**config.mk**
```make
export PLATFORM = sky130hd
export DESIGN_NAME = mixed_radix_tree_neighbour_index
export DESIGN_NICKNAME = d
export VERILOG_FILES = /design/src/design/mrtni_pkg.sv /design/src/design/mixed_radix_tree_neighbour_index.sv
export VERILOG_INCLUDE_DIRS = /design/src /design/src/design
export SDC_FILE = /design/constraint.sdc
export NUM_CORES = 2
export LEC_CHECK = 0
export ABC_AREA = 1
export BUFFER_PORTS_ARGS = -buffer_cell sky130_fd_sc_hd__buf_4
export CAP_MARGIN = 5
export CORE_ASPECT_RATIO = 1.1
export CORE_UTILIZATION = 55
export CTS_BUF_LIST = sky130_fd_sc_hd__clkbuf_4
export CTS_CLUSTER_DIAMETER = 40
export DETAILED_ROUTE_END_ITERATION = 16
export PLACE_DENSITY = 0.79
export SETUP_SLACK_MARGIN = 0.3
export SYNTH_ARGS = -nofsm -noshare
export SYNTH_HDL_FRONTEND = slang
export SYNTH_SLANG_ARGS = --single-unit
```
**constraint.sdc**
```tcl
create_clock -name i_clk -period 15.25 [get_ports i_clk]
set_clock_uncertainty 0.2 [all_clocks]
set_input_delay 3.05 -clock i_clk [delete_from_list [all_inputs] [get_ports i_clk]]
set_output_delay 3.05 -clock i_clk [all_outputs]
set_load 0.03 [all_outputs]
```
**src/design/mixed_radix_tree_neighbour_index_macros.svh**
```systemverilog
// Assertion macros for the mixed-radix tree neighbour index.
// Included by the top level; the bodies compile away when SYNTH is defined.
`ifndef MIXED_RADIX_TREE_NEIGHBOUR_INDEX_MACROS_SVH
`define MIXED_RADIX_TREE_NEIGHBOUR_INDEX_MACROS_SVH
`ifndef SYNTH
`define MRTNI_ASSERT_NOW(name, ante, cons) \
    name: assert property (@(posedge i_clk) disable iff (!i_rst_n) (ante) |-> (cons)) \
        else $error("mrtni assertion failed");
`define MRTNI_ASSERT_NEXT(name, ante, cons) \
    name: assert property (@(posedge i_clk) disable iff (!i_rst_n) (ante) |=> (cons)) \
        else $error("mrtni assertion failed");
`else
`define MRTNI_ASSERT_NOW(name, ante, cons)
`define MRTNI_ASSERT_NEXT(name, ante, cons)
`endif
`endif

```
**src/design/mrtni_pkg.sv**
```systemverilog
// Package of the mixed-radix tree neighbour index: widths, register indexes,
// saturating level-table arithmetic and the short division step.
// Depends on nothing.
`default_nettype none
package mrtni_pkg;

    localparam int RANK_W     = 24;
    localparam int VAL_W      = RANK_W + 1;
    localparam int FAN_W      = 5;
    localparam int LVL_W      = 3;
    localparam int CFG_IDX_W  = 3;
    localparam int CFG_DATA_W = 5;
    localparam int FAN_REGS   = 6;
    localparam int LEVEL_CAP  = 7;
    localparam int MIN_LEVELS = 2;
    localparam int DIV_CHUNK  = 8;
    localparam int IN_W       = 24;
    localparam int OUT_W      = 64;

    localparam int MAX_LEVELS_DEF = 7;
    localparam int RANK_BITS_DEF  = 24;
    localparam int MAX_FANOUT_DEF = 16;

    localparam logic [CFG_IDX_W-1:0] CFG_LEVEL_COUNT  = 3'd0;
    localparam logic [CFG_IDX_W-1:0] CFG_FANOUT_FIRST = 3'd1;
    localparam logic [CFG_IDX_W-1:0] CFG_FANOUT_LAST  = 3'd6;

    localparam logic [LVL_W-1:0] RESET_LEVEL_COUNT = 3'd3;
    localparam logic [FAN_W-1:0] RESET_FANOUT      = 5'd2;

    typedef logic [VAL_W-1:0]  t_val;
    typedef logic [FAN_W-1:0]  t_fan;
    typedef logic [RANK_W-1:0] t_rank;

    // Any level start or size at or above this value lies outside every tree.
    localparam t_val BIG = t_val'(1) << RANK_W;

    typedef struct packed {
        logic [FAN_W-1:0]     rem;
        logic [DIV_CHUNK-1:0] q;
    } t_div_res;

    function automatic t_val sat_add(input t_val a, input t_val b);
        logic [VAL_W:0] s;
        s = {1'b0, a} + {1'b0, b};
        if (s >= {1'b0, BIG}) begin
            return BIG;
        end
        return s[VAL_W-1:0];
    endfunction

    function automatic t_val sat_mul(input t_val a, input t_fan f);
        logic [VAL_W+FAN_W-1:0] p;
        p = (VAL_W + FAN_W)'(a) * (VAL_W + FAN_W)'(f);
        if (p >= (VAL_W + FAN_W)'(BIG)) begin
            return BIG;
        end
        return p[VAL_W-1:0];
    endfunction

    // Eight steps of restoring long division by a small divisor.
    function automatic t_div_res div_step8(input t_fan rem_in,
                                           input logic [DIV_CHUNK-1:0] bits,
                                           input t_fan d);
        t_div_res         res;
        logic [FAN_W:0]   t;
        t_fan             rem;
        rem = rem_in;
        res = '0;
        for (int k = DIV_CHUNK - 1; k >= 0; k--) begin
            t = {rem, bits[k]};
            if (t >= {1'b0, d}) begin
                res.q[k] = 1'b1;
                rem      = FAN_W'(t - {1'b0, d});
            end else begin
                res.q[k] = 1'b0;
                rem      = t[FAN_W-1:0];
            end
        end
        res.rem = rem;
        return res;
    endfunction

endpackage
`default_nettype wire

```
**src/design/mixed_radix_tree_neighbour_index.sv**
```systemverilog
// A request passes through the registered stages A to F; stage F is the output register.
// Throughput: one request per cycle when the output and the table rebuild do not stall;
// the quotient is built eight bits per stage. After reset and after every register
// write the input is held off while the level table is rebuilt, one level per cycle.
// Reset is synchronous and active low; registers return to three levels, fan-out two.
// Depends on mrtni_pkg and mixed_radix_tree_neighbour_index_macros.svh.
`default_nettype none
`include "mixed_radix_tree_neighbour_index_macros.svh"
module mixed_radix_tree_neighbour_index #(
    parameter int MAX_LEVELS = mrtni_pkg::MAX_LEVELS_DEF,
    parameter int RANK_BITS  = mrtni_pkg::RANK_BITS_DEF,
    parameter int MAX_FANOUT = mrtni_pkg::MAX_FANOUT_DEF
) (
    input  wire logic                             i_clk,
    input  wire logic                             i_rst_n,
    input  wire logic                             i_cfg_we,
    input  wire logic [mrtni_pkg::CFG_IDX_W-1:0]  i_cfg_index,
    input  wire logic [mrtni_pkg::CFG_DATA_W-1:0] i_cfg_data,
    input  wire logic                             s_tvalid,
    output logic                                  s_tready,
    // node_rank[23:0]
    input  wire logic [mrtni_pkg::IN_W-1:0]       s_tdata,
    output logic                                  m_tvalid,
    input  wire logic                             m_tready,
    // node_level[2:0], has_parent[3], parent_rank[27:4], first_child[51:28],
    // child_count[56:52], status[57], zero[63:58]
    output logic [mrtni_pkg::OUT_W-1:0]           m_tdata
);

    localparam int LVL_N   = (MAX_LEVELS < mrtni_pkg::LEVEL_CAP) ?
                             MAX_LEVELS : mrtni_pkg::LEVEL_CAP;
    localparam int RB      = (RANK_BITS < mrtni_pkg::RANK_W) ? RANK_BITS : mrtni_pkg::RANK_W;
    localparam int VW      = mrtni_pkg::VAL_W;
    localparam int RW      = mrtni_pkg::RANK_W;
    localparam int FW      = mrtni_pkg::FAN_W;
    localparam int LW      = mrtni_pkg::LVL_W;
    localparam int CH      = mrtni_pkg::DIV_CHUNK;
    localparam int STEP_W  = $clog2(LVL_N + 2);
    localparam int IDX_W   = $clog2(LVL_N + 1);
    localparam int PROD_W  = RW + FW;
    localparam int FIRST_W = PROD_W + 1;
    localparam int PAD_W   = mrtni_pkg::OUT_W - (LW + 1 + RW + RW + FW + 1);
    localparam logic [VW-1:0] LIM_CAP = VW'(1) << RB;

    // Configuration registers
    logic [LW-1:0] r_level_count;
    logic [FW-1:0] r_fanout [0:mrtni_pkg::FAN_REGS-1];

    always_ff @(posedge i_clk) begin
        if (!i_rst_n) begin
            r_level_count <= mrtni_pkg::RESET_LEVEL_COUNT;
            for (int i = 0; i < mrtni_pkg::FAN_REGS; i++) begin
                r_fanout[i] <= mrtni_pkg::RESET_FANOUT;
            end
        end else if (i_cfg_we) begin
            case (i_cfg_index)
                mrtni_pkg::CFG_LEVEL_COUNT: begin
                    r_level_count <= i_cfg_data[LW-1:0];
                end
                default: begin
                    if (i_cfg_index >= mrtni_pkg::CFG_FANOUT_FIRST &&
                        i_cfg_index <= mrtni_pkg::CFG_FANOUT_LAST) begin
                        r_fanout[i_cfg_index - mrtni_pkg::CFG_FANOUT_FIRST] <= i_cfg_data;
                    end
                end
            endcase
        end
    end

    // Effective fan-outs and level count
    logic [FW-1:0] w_fan [0:LVL_N-1];
    logic [LW-1:0] w_levels;

    for (genvar g = 0; g < LVL_N; g++) begin : g_fan
        if (g < mrtni_pkg::FAN_REGS) begin : g_reg
            always_comb begin
                if (r_fanout[g] == '0) begin
                    w_fan[g] = FW'(1);
                end else if (int'(r_fanout[g]) > MAX_FANOUT) begin
                    w_fan[g] = FW'(MAX_FANOUT);
                end else begin
                    w_fan[g] = r_fanout[g];
                end
            end
        end else begin : g_one
            assign w_fan[g] = FW'(1);
        end
    end

    always_comb begin
        if (int'(r_level_count) < mrtni_pkg::MIN_LEVELS) begin
            w_levels = LW'(mrtni_pkg::MIN_LEVELS);
        end else if (int'(r_level_count) > LVL_N) begin
            w_levels = LW'(LVL_N);
        end else begin
            w_levels = r_level_count;
        end
    end

    // Level table rebuild: one running sum and one product per cycle
    logic              r_seq_busy;
    logic [STEP_W-1:0] r_step;
    logic [VW-1:0]     r_size;
    logic [VW-1:0]     r_last;
    logic [VW-1:0]     r_total;
    logic [VW-1:0]     r_lim;
    logic [FW-1:0]     r_fan_sh [0:LVL_N-1];
    logic [VW-1:0]     r_start  [0:LVL_N];
    logic [VW-1:0]     n_seq_start;

    assign n_seq_start = mrtni_pkg::sat_add(r_last, r_size);

    always_ff @(posedge i_clk) begin
        if (!i_rst_n || i_cfg_we) begin
            r_seq_busy <= 1'b1;
            r_step     <= '0;
        end else if (r_seq_busy) begin
            if (r_step == '0) begin
                r_fan_sh   <= w_fan;
                r_size     <= VW'(1);
                r_last     <= '0;
                r_start[0] <= '0;
                r_step     <= STEP_W'(1);
            end else if (r_step <= STEP_W'(LVL_N)) begin
                r_start[r_step[IDX_W-1:0]] <= n_seq_start;
                r_last <= n_seq_start;
                r_size <= mrtni_pkg::sat_mul(r_size, r_fan_sh[0]);
                for (int i = 0; i < LVL_N - 1; i++) begin
                    r_fan_sh[i] <= r_fan_sh[i+1];
                end
                if (r_step == STEP_W'(w_levels)) begin
                    r_total <= n_seq_start;
                end
                r_step <= r_step + STEP_W'(1);
            end else begin
                r_lim      <= (r_total < LIM_CAP) ? r_total : LIM_CAP;
                r_seq_busy <= 1'b0;
            end
        end
    end

    // Ready chain
    logic w_rdy_a, w_rdy_b, w_rdy_c, w_rdy_d, w_rdy_e, w_rdy_f;
    logic r_a_v, r_b_v, r_c_v, r_d_v, r_e_v, r_f_v;

    assign w_rdy_f  = !r_f_v || m_tready;
    assign w_rdy_e  = !r_e_v || w_rdy_f;
    assign w_rdy_d  = !r_d_v || w_rdy_e;
    assign w_rdy_c  = !r_c_v || w_rdy_d;
    assign w_rdy_b  = !r_b_v || w_rdy_c;
    assign w_rdy_a  = !r_a_v || w_rdy_b;
    assign s_tready = w_rdy_a && !r_seq_busy;

    // Stage A: level search and range check
    logic [RW-1:0]    w_rank;
    logic [LVL_N-1:0] w_ge;
    logic [LVL_N-1:0] n_a_oh;
    logic [LW-1:0]    n_a_lvl;
    logic             n_a_kids;
    logic [RW-1:0]    r_a_rank;
    logic [LVL_N-1:0] r_a_oh;
    logic [LW-1:0]    r_a_lvl;
    logic             r_a_oor;
    logic             r_a_kids;

    assign w_rank = s_tdata[RW-1:0];

    always_comb begin
        w_ge[0] = 1'b1;
        for (int i = 1; i < LVL_N; i++) begin
            w_ge[i] = (LW'(i) < w_levels) && (r_start[i] <= {1'b0, w_rank});
        end
        for (int i = 0; i < LVL_N - 1; i++) begin
            n_a_oh[i] = w_ge[i] && !w_ge[i+1];
        end
        n_a_oh[LVL_N-1] = w_ge[LVL_N-1];
        n_a_lvl = '0;
        for (int i = 0; i < LVL_N; i++) begin
            if (w_ge[i]) begin
                n_a_lvl = LW'(i);
            end
        end
        n_a_kids = ({1'b0, n_a_lvl} + (LW + 1)'(1)) < {1'b0, w_levels};
    end

    always_ff @(posedge i_clk) begin
        if (!i_rst_n) begin
            r_a_v <= 1'b0;
        end else if (w_rdy_a) begin
            r_a_v    <= s_tvalid && s_tready;
            r_a_rank <= w_rank;
            r_a_oh   <= n_a_oh;
            r_a_lvl  <= n_a_lvl;
            r_a_oor  <= ({1'b0, w_rank} >= r_lim);
            r_a_kids <= n_a_kids;
        end
    end

    // Stage B: level table selection and offset within the level
    logic [VW-1:0] n_b_prev, n_b_cur, n_b_next;
    logic [FW-1:0] n_b_fan_up, n_b_fan_dn;
    logic [RW-1:0] r_b_off;
    logic [VW-1:0] r_b_prev, r_b_next;
    logic [FW-1:0] r_b_fan_up, r_b_fan_dn;
    logic [LW-1:0] r_b_lvl;
    logic          r_b_oor, r_b_kids;

    always_comb begin
        n_b_prev   = '0;
        n_b_cur    = '0;
        n_b_next   = '0;
        n_b_fan_up = FW'(1);
        n_b_fan_dn = '0;
        for (int i = 0; i < LVL_N; i++) begin
            if (r_a_oh[i]) begin
                n_b_cur    = n_b_cur | r_start[i];
                n_b_next   = n_b_next | r_start[i+1];
                n_b_fan_dn = n_b_fan_dn | w_fan[i];
            end
        end
        for (int i = 1; i < LVL_N; i++) begin
            if (r_a_oh[i]) begin
                n_b_prev   = n_b_prev | r_start[i-1];
                n_b_fan_up = w_fan[i-1];
            end
        end
    end

    always_ff @(posedge i_clk) begin
        if (!i_rst_n) begin
            r_b_v <= 1'b0;
        end else if (w_rdy_b) begin
            r_b_v      <= r_a_v;
            r_b_off    <= r_a_rank - n_b_cur[RW-1:0];
            r_b_prev   <= n_b_prev;
            r_b_next   <= n_b_next;
            r_b_fan_up <= n_b_fan_up;
            r_b_fan_dn <= n_b_fan_dn;
            r_b_lvl    <= r_a_lvl;
            r_b_oor    <= r_a_oor;
            r_b_kids   <= r_a_kids;
        end
    end

    // Stage C: child offset product and top quotient byte
    mrtni_pkg::t_div_res n_c_div;
    logic [PROD_W-1:0]   r_c_prod;
    logic [RW-1:0]       r_c_off;
    logic [CH-1:0]       r_c_q;
    logic [FW-1:0]       r_c_rem;
    logic [VW-1:0]       r_c_prev, r_c_next;
    logic [FW-1:0]       r_c_fan_up, r_c_fan_dn;
    logic [LW-1:0]       r_c_lvl;
    logic                r_c_oor, r_c_kids;

    assign n_c_div = mrtni_pkg::div_step8('0, r_b_off[RW-1 -: CH], r_b_fan_up);

    always_ff @(posedge i_clk) begin
        if (!i_rst_n) begin
            r_c_v <= 1'b0;
        end else if (w_rdy_c) begin
            r_c_v      <= r_b_v;
            r_c_prod   <= PROD_W'(r_b_off) * PROD_W'(r_b_fan_dn);
            r_c_off    <= r_b_off;
            r_c_q      <= n_c_div.q;
            r_c_rem    <= n_c_div.rem;
            r_c_prev   <= r_b_prev;
            r_c_next   <= r_b_next;
            r_c_fan_up <= r_b_fan_up;
            r_c_fan_dn <= r_b_fan_dn;
            r_c_lvl    <= r_b_lvl;
            r_c_oor    <= r_b_oor;
            r_c_kids   <= r_b_kids;
        end
    end

    // Stage D: first child rank and middle quotient byte
    mrtni_pkg::t_div_res n_d_div;
    logic [FIRST_W-1:0]  r_d_first;
    logic [CH-1:0]       r_d_lo;
    logic [2*CH-1:0]     r_d_q;
    logic [FW-1:0]       r_d_rem;
    logic [VW-1:0]       r_d_prev;
    logic [FW-1:0]       r_d_fan_up, r_d_fan_dn;
    logic [LW-1:0]       r_d_lvl;
    logic                r_d_oor, r_d_kids;

    assign n_d_div = mrtni_pkg::div_step8(r_c_rem, r_c_off[RW-CH-1 -: CH], r_c_fan_up);

    always_ff @(posedge i_clk) begin
        if (!i_rst_n) begin
            r_d_v <= 1'b0;
        end else if (w_rdy_d) begin
            r_d_v      <= r_c_v;
            r_d_first  <= FIRST_W'(r_c_next) + FIRST_W'(r_c_prod);
            r_d_lo     <= r_c_off[CH-1:0];
            r_d_q      <= {r_c_q, n_d_div.q};
            r_d_rem    <= n_d_div.rem;
            r_d_prev   <= r_c_prev;
            r_d_fan_up <= r_c_fan_up;
            r_d_fan_dn <= r_c_fan_dn;
            r_d_lvl    <= r_c_lvl;
            r_d_oor    <= r_c_oor;
            r_d_kids   <= r_c_kids;
        end
    end

    // Stage E: clip the children to the tree and finish the quotient
    mrtni_pkg::t_div_res n_e_div;
    logic [RW-1:0]       n_e_first;
    logic [FW-1:0]       n_e_count;
    logic [RW-1:0]       r_e_first;
    logic [FW-1:0]       r_e_count;
    logic [RW-1:0]       r_e_q;
    logic [VW-1:0]       r_e_prev;
    logic [LW-1:0]       r_e_lvl;
    logic                r_e_oor;

    assign n_e_div = mrtni_pkg::div_step8(r_d_rem, r_d_lo, r_d_fan_up);

    always_comb begin
        n_e_first = '0;
        n_e_count = '0;
        if (r_d_kids && (r_d_first < FIRST_W'(r_lim))) begin
            n_e_first = r_d_first[RW-1:0];
            if ((FIRST_W + 1)'(r_d_first) + (FIRST_W + 1)'(r_d_fan_dn) >
                (FIRST_W + 1)'(r_lim)) begin
                n_e_count = FW'(FIRST_W'(r_lim) - r_d_first);
            end else begin
                n_e_count = r_d_fan_dn;
            end
        end
    end

    always_ff @(posedge i_clk) begin
        if (!i_rst_n) begin
            r_e_v <= 1'b0;
        end else if (w_rdy_e) begin
            r_e_v     <= r_d_v;
            r_e_first <= n_e_first;
            r_e_count <= n_e_count;
            r_e_q     <= {r_d_q, n_e_div.q};
            r_e_prev  <= r_d_prev;
            r_e_lvl   <= r_d_lvl;
            r_e_oor   <= r_d_oor;
        end
    end

    // Stage F: parent rank and result register
    logic [VW:0]   n_f_parent;
    logic [LW-1:0] r_f_level;
    logic          r_f_has_parent;
    logic [RW-1:0] r_f_parent;
    logic [RW-1:0] r_f_first;
    logic [FW-1:0] r_f_count;
    logic          r_f_status;

    assign n_f_parent = (VW + 1)'(r_e_prev) + (VW + 1)'(r_e_q);

    always_ff @(posedge i_clk) begin
        if (!i_rst_n) begin
            r_f_v <= 1'b0;
        end else if (w_rdy_f) begin
            r_f_v <= r_e_v;
            if (r_e_oor) begin
                r_f_level      <= '0;
                r_f_has_parent <= 1'b0;
                r_f_parent     <= '0;
                r_f_first      <= '0;
                r_f_count      <= '0;
                r_f_status     <= 1'b1;
            end else begin
                r_f_level      <= r_e_lvl;
                r_f_has_parent <= (r_e_lvl != '0);
                r_f_parent     <= (r_e_lvl != '0) ? n_f_parent[RW-1:0] : '0;
                r_f_first      <= r_e_first;
                r_f_count      <= r_e_count;
                r_f_status     <= 1'b0;
            end
        end
    end

    assign m_tvalid = r_f_v;
    assign m_tdata  = {{PAD_W{1'b0}}, r_f_status, r_f_count, r_f_first, r_f_parent,
                       r_f_has_parent, r_f_level};

    logic w_f_zero;

    assign w_f_zero = ({r_f_level, r_f_has_parent, r_f_parent, r_f_first, r_f_count} == '0);

    `MRTNI_ASSERT_NOW(a_oor_clears_fields, r_f_v && r_f_status, w_f_zero)
    `MRTNI_ASSERT_NOW(a_root_has_no_parent, r_f_v && !r_f_has_parent, {r_f_level, r_f_parent} == '0)
    `MRTNI_ASSERT_NOW(a_children_agree, r_f_v, (r_f_count == '0) == (r_f_first == '0))
    `MRTNI_ASSERT_NEXT(a_write_holds_input, i_cfg_we, !s_tready)

endmodule
`default_nettype wire

```
==> reports/metrics.cfg <==
[drt]
dr.first_iter.drc_count=4544
wl_um=150100
final_antenna_net_count=0
wire_per_inst_um=20.54
via_per_inst=5.780
drc=0
first_pass_iters=10
num_vias=42250

[run]
maxCapViolations=0

[floorplanning]
core_um2=97890
die_y_um=332.6
fp.dieW_um=302.6
initial_core_util_pct=55.83
io_pins=103
die_area_um2=100600
rows=120

[cts]
cts_max_level=4
cts.sinks=856
cts_resized=0
holdBufCountCts=0
clock_latency_ns=1.17
cts_tree=built
cts_root_buffer=clkbuf_4
cts_buffers=218
clk_path_buf_depth=3
post_cts_buffers=0
clk_pin_slew_ns=0.08

[sta]
slew-limit-headroom_pct=19.00
tns_ns=0
max_freq_mhz=78.04
timing.final.hold_violations=0
rsz0062_at_grt=no
worstMarginPinSlew_ns=1.212
finalSetupViolations=0
slew_violations=0
period_needed_ns=12.81
finalCritPeriodShare_pct=84.02

[worst_setup_path]
slowest_stage=edfxtp_1
crit_top_cell=o21ai_0
cp-end-kind=flip-flop
cp_data_arrival_time_ns=13.49
critPathMaxStageDelay_ns=0.66
cp-start-kind=flip-flop
crit_required_ns=15.92
cp_max_fo=10
crit_type=reg -> reg

[logic_synthesis]
synth_edf_count=842
yosysUniqueCellTypes=65
ys_warn_count=0
synth_largest_area_cell=edfxtp_1
ys_top_cells_by_area=edfxtp_1 46%, ha_1 12%, nand2_1 7.0%
ys_ff_latch=856
avgSynthCellArea_um2=9.726
syn_area_um2=54650
seq_area_frac_synth_pct=46.78
synth_flop_cell=edfxtp_1
netlist.area_leader.share_pct=46.26
synth_cells=5619
ys_async_sr_fraction_pct=0

[placed_design]
gp_congestion=0.9863
io_buffers=96
hpwlAfterDp_um=112300

[global_routing]
grt_pass1_vias=41640
grt_start_max_net_pins=73
antenna_found_initial=7
grtUsageTotal_pct=29.97
gr-total-overflow=0
grt_pass1_wl_um=229300

[cells_and_area]
areaGrowthSynthToFinish_pct=9.304
layout-drive-gt1-share_pct=8.895
nets=6586

[worst_hold_path]
hp-class=reg -> reg

[run_status]
status=finished clean

[through the flow]
stage,worst slack [ns],cell area [µm²],hold WS [ns],cells,utilization [%]
floorplan,4.026,54670,0.2003,5624,-
global placement,2.552,56930,0.2002,6923,58.16
detailed placement,2.424,56930,0.2045,6923,58.16
CTS,2.376,59730,0.1627,7307,61.01
global route,1.202,59730,0.1566,7309,61.02
finish,2.437,59740,0.1720,7310,61.02
[worst paths after layout]
kind | to | start | depth (start not counted) | slack (ns)
setup / recovery | r_e_q[0] | r_d_fan_up[1] | 62 | 2.44
hold / removal | r_c_next[17] | r_b_next[17] | 0 | 0.17
setup reg to reg | r_e_q[0] | r_d_fan_up[1] | 62 | 2.44
hold reg to reg | r_c_next[17] | r_b_next[17] | 0 | 0.17
[synth_stat cells, types with 4 or more instances]
library cell,n
a2111oi_0,7
a211oi_1,16
a21boi_0,16
a21o_1,10
a21oi_1,453
a221oi_1,47
a31oi_1,13
and3_1,4
buf_1,9
buf_4,9
clkbuf_1,99
dfxtp_1,14
edfxtp_1,842
fa_1,163
ha_1,524
inv_1,881
inv_2,7
nand2_1,1023
nand2_2,11
nand2_4,5
nand3_1,153
nand3_2,8
nand3_4,8
nand3b_1,10
nand4_1,63
nor2_1,411
nor2_2,7
nor3_1,50
nor4_1,20
o2111ai_1,16
o211ai_1,26
o21a_1,23
o21ai_0,331
o21ai_1,26
o21bai_1,10
o221ai_1,10
o22ai_1,26
o31ai_1,15
xnor2_1,70
xor2_1,142
[registers in the layout, summed over array words and instances (netlist names), 25 cells and up]
register,count
r_b_next,25
r_d_first,30
r_fan_sh,30
r_c_prod,29
r_lim,25
r_start,199
r_c_next,25
r_fanout,30
r_last,25
r_size,25
r_total,25
[routing by layer]
metal  track usage, %  vias to the layer above  part of all wire [%]
met2            49.24                     2111                    47
met3            5.396                      469                   8.9
met5                0                        -                0.0087
li1                 -                    19800                     -
met4            17.76                        2                   5.9
met1            36.75                    19870                    38
[cell families after synthesis]
kind of cell / after synthesis / synth area share, %
multiplexers: 1 / 0.02060
AND/OR/NAND/NOR: 1790 / 13.80
flip-flops: 856 / 46.78
buffers and inverters: 1011 / 7.015
adder cells (fa/ha/maj): 687 / 17.97
AO/OA/AOI/OAI: 1061 / 11.02
XOR/XNOR: 212 / 3.397
other: 1 / 0.006862
[critical path: cells and delay by family, from the launching register on]
| family | cells | cell delay (ns) |
|---|---|---|
| adder cells (fa/ha/maj) | 8 | 3.09 |
| buffers and inverters | 8 | 0.97 |
| AO/OA/AOI/OAI | 26 | 5.17 |
| AND/OR/NAND/NOR | 20 | 2.45 |
| flip-flops | 1 | 0.66 |
[cell usage in the layout, fill, tap and decap left out, types with 11 or more instances in the layout]
cell       instances
a211oi_1          16
a21boi_0          16
a21oi_1          453
a221oi_1          47
a31oi_1           13
buf_4            137
clkbuf_4         279
clkinv_1          69
clkinv_2          20
dfxtp_1           14
edfxtp_1         842
fa_1             163
ha_1             524
inv_1            878
nand2_1         1023
nand2_2           11
nand3_1          153
nand4_1           63
nor2_1           398
nor2_4            15
nor3_1            48
nor4_1            19
o2111ai_1         16
o211ai_1          26
o21a_1            23
o21ai_0          331
o21ai_1           26
o22ai_1           26
o31ai_1           15
xnor2_1           70
xor2_1           142
[layout make-up]
cell class / count / area [µm²]
fillers: 7868 / 38160
flip-flops and latches: 856 / 25560
repair buffers: 137 / 1028
inverters: 892 / 3354
clock buffers: 279 / 2095
well taps: 1281 / 1603
multi-input cells: 3757 / 25380
diodes: 3 / 7.507
clock inverters: 105 / 703.2
Power is not shown: default switching activity piles up to over one toggle a cycle in this logic, so the estimate is an artifact.
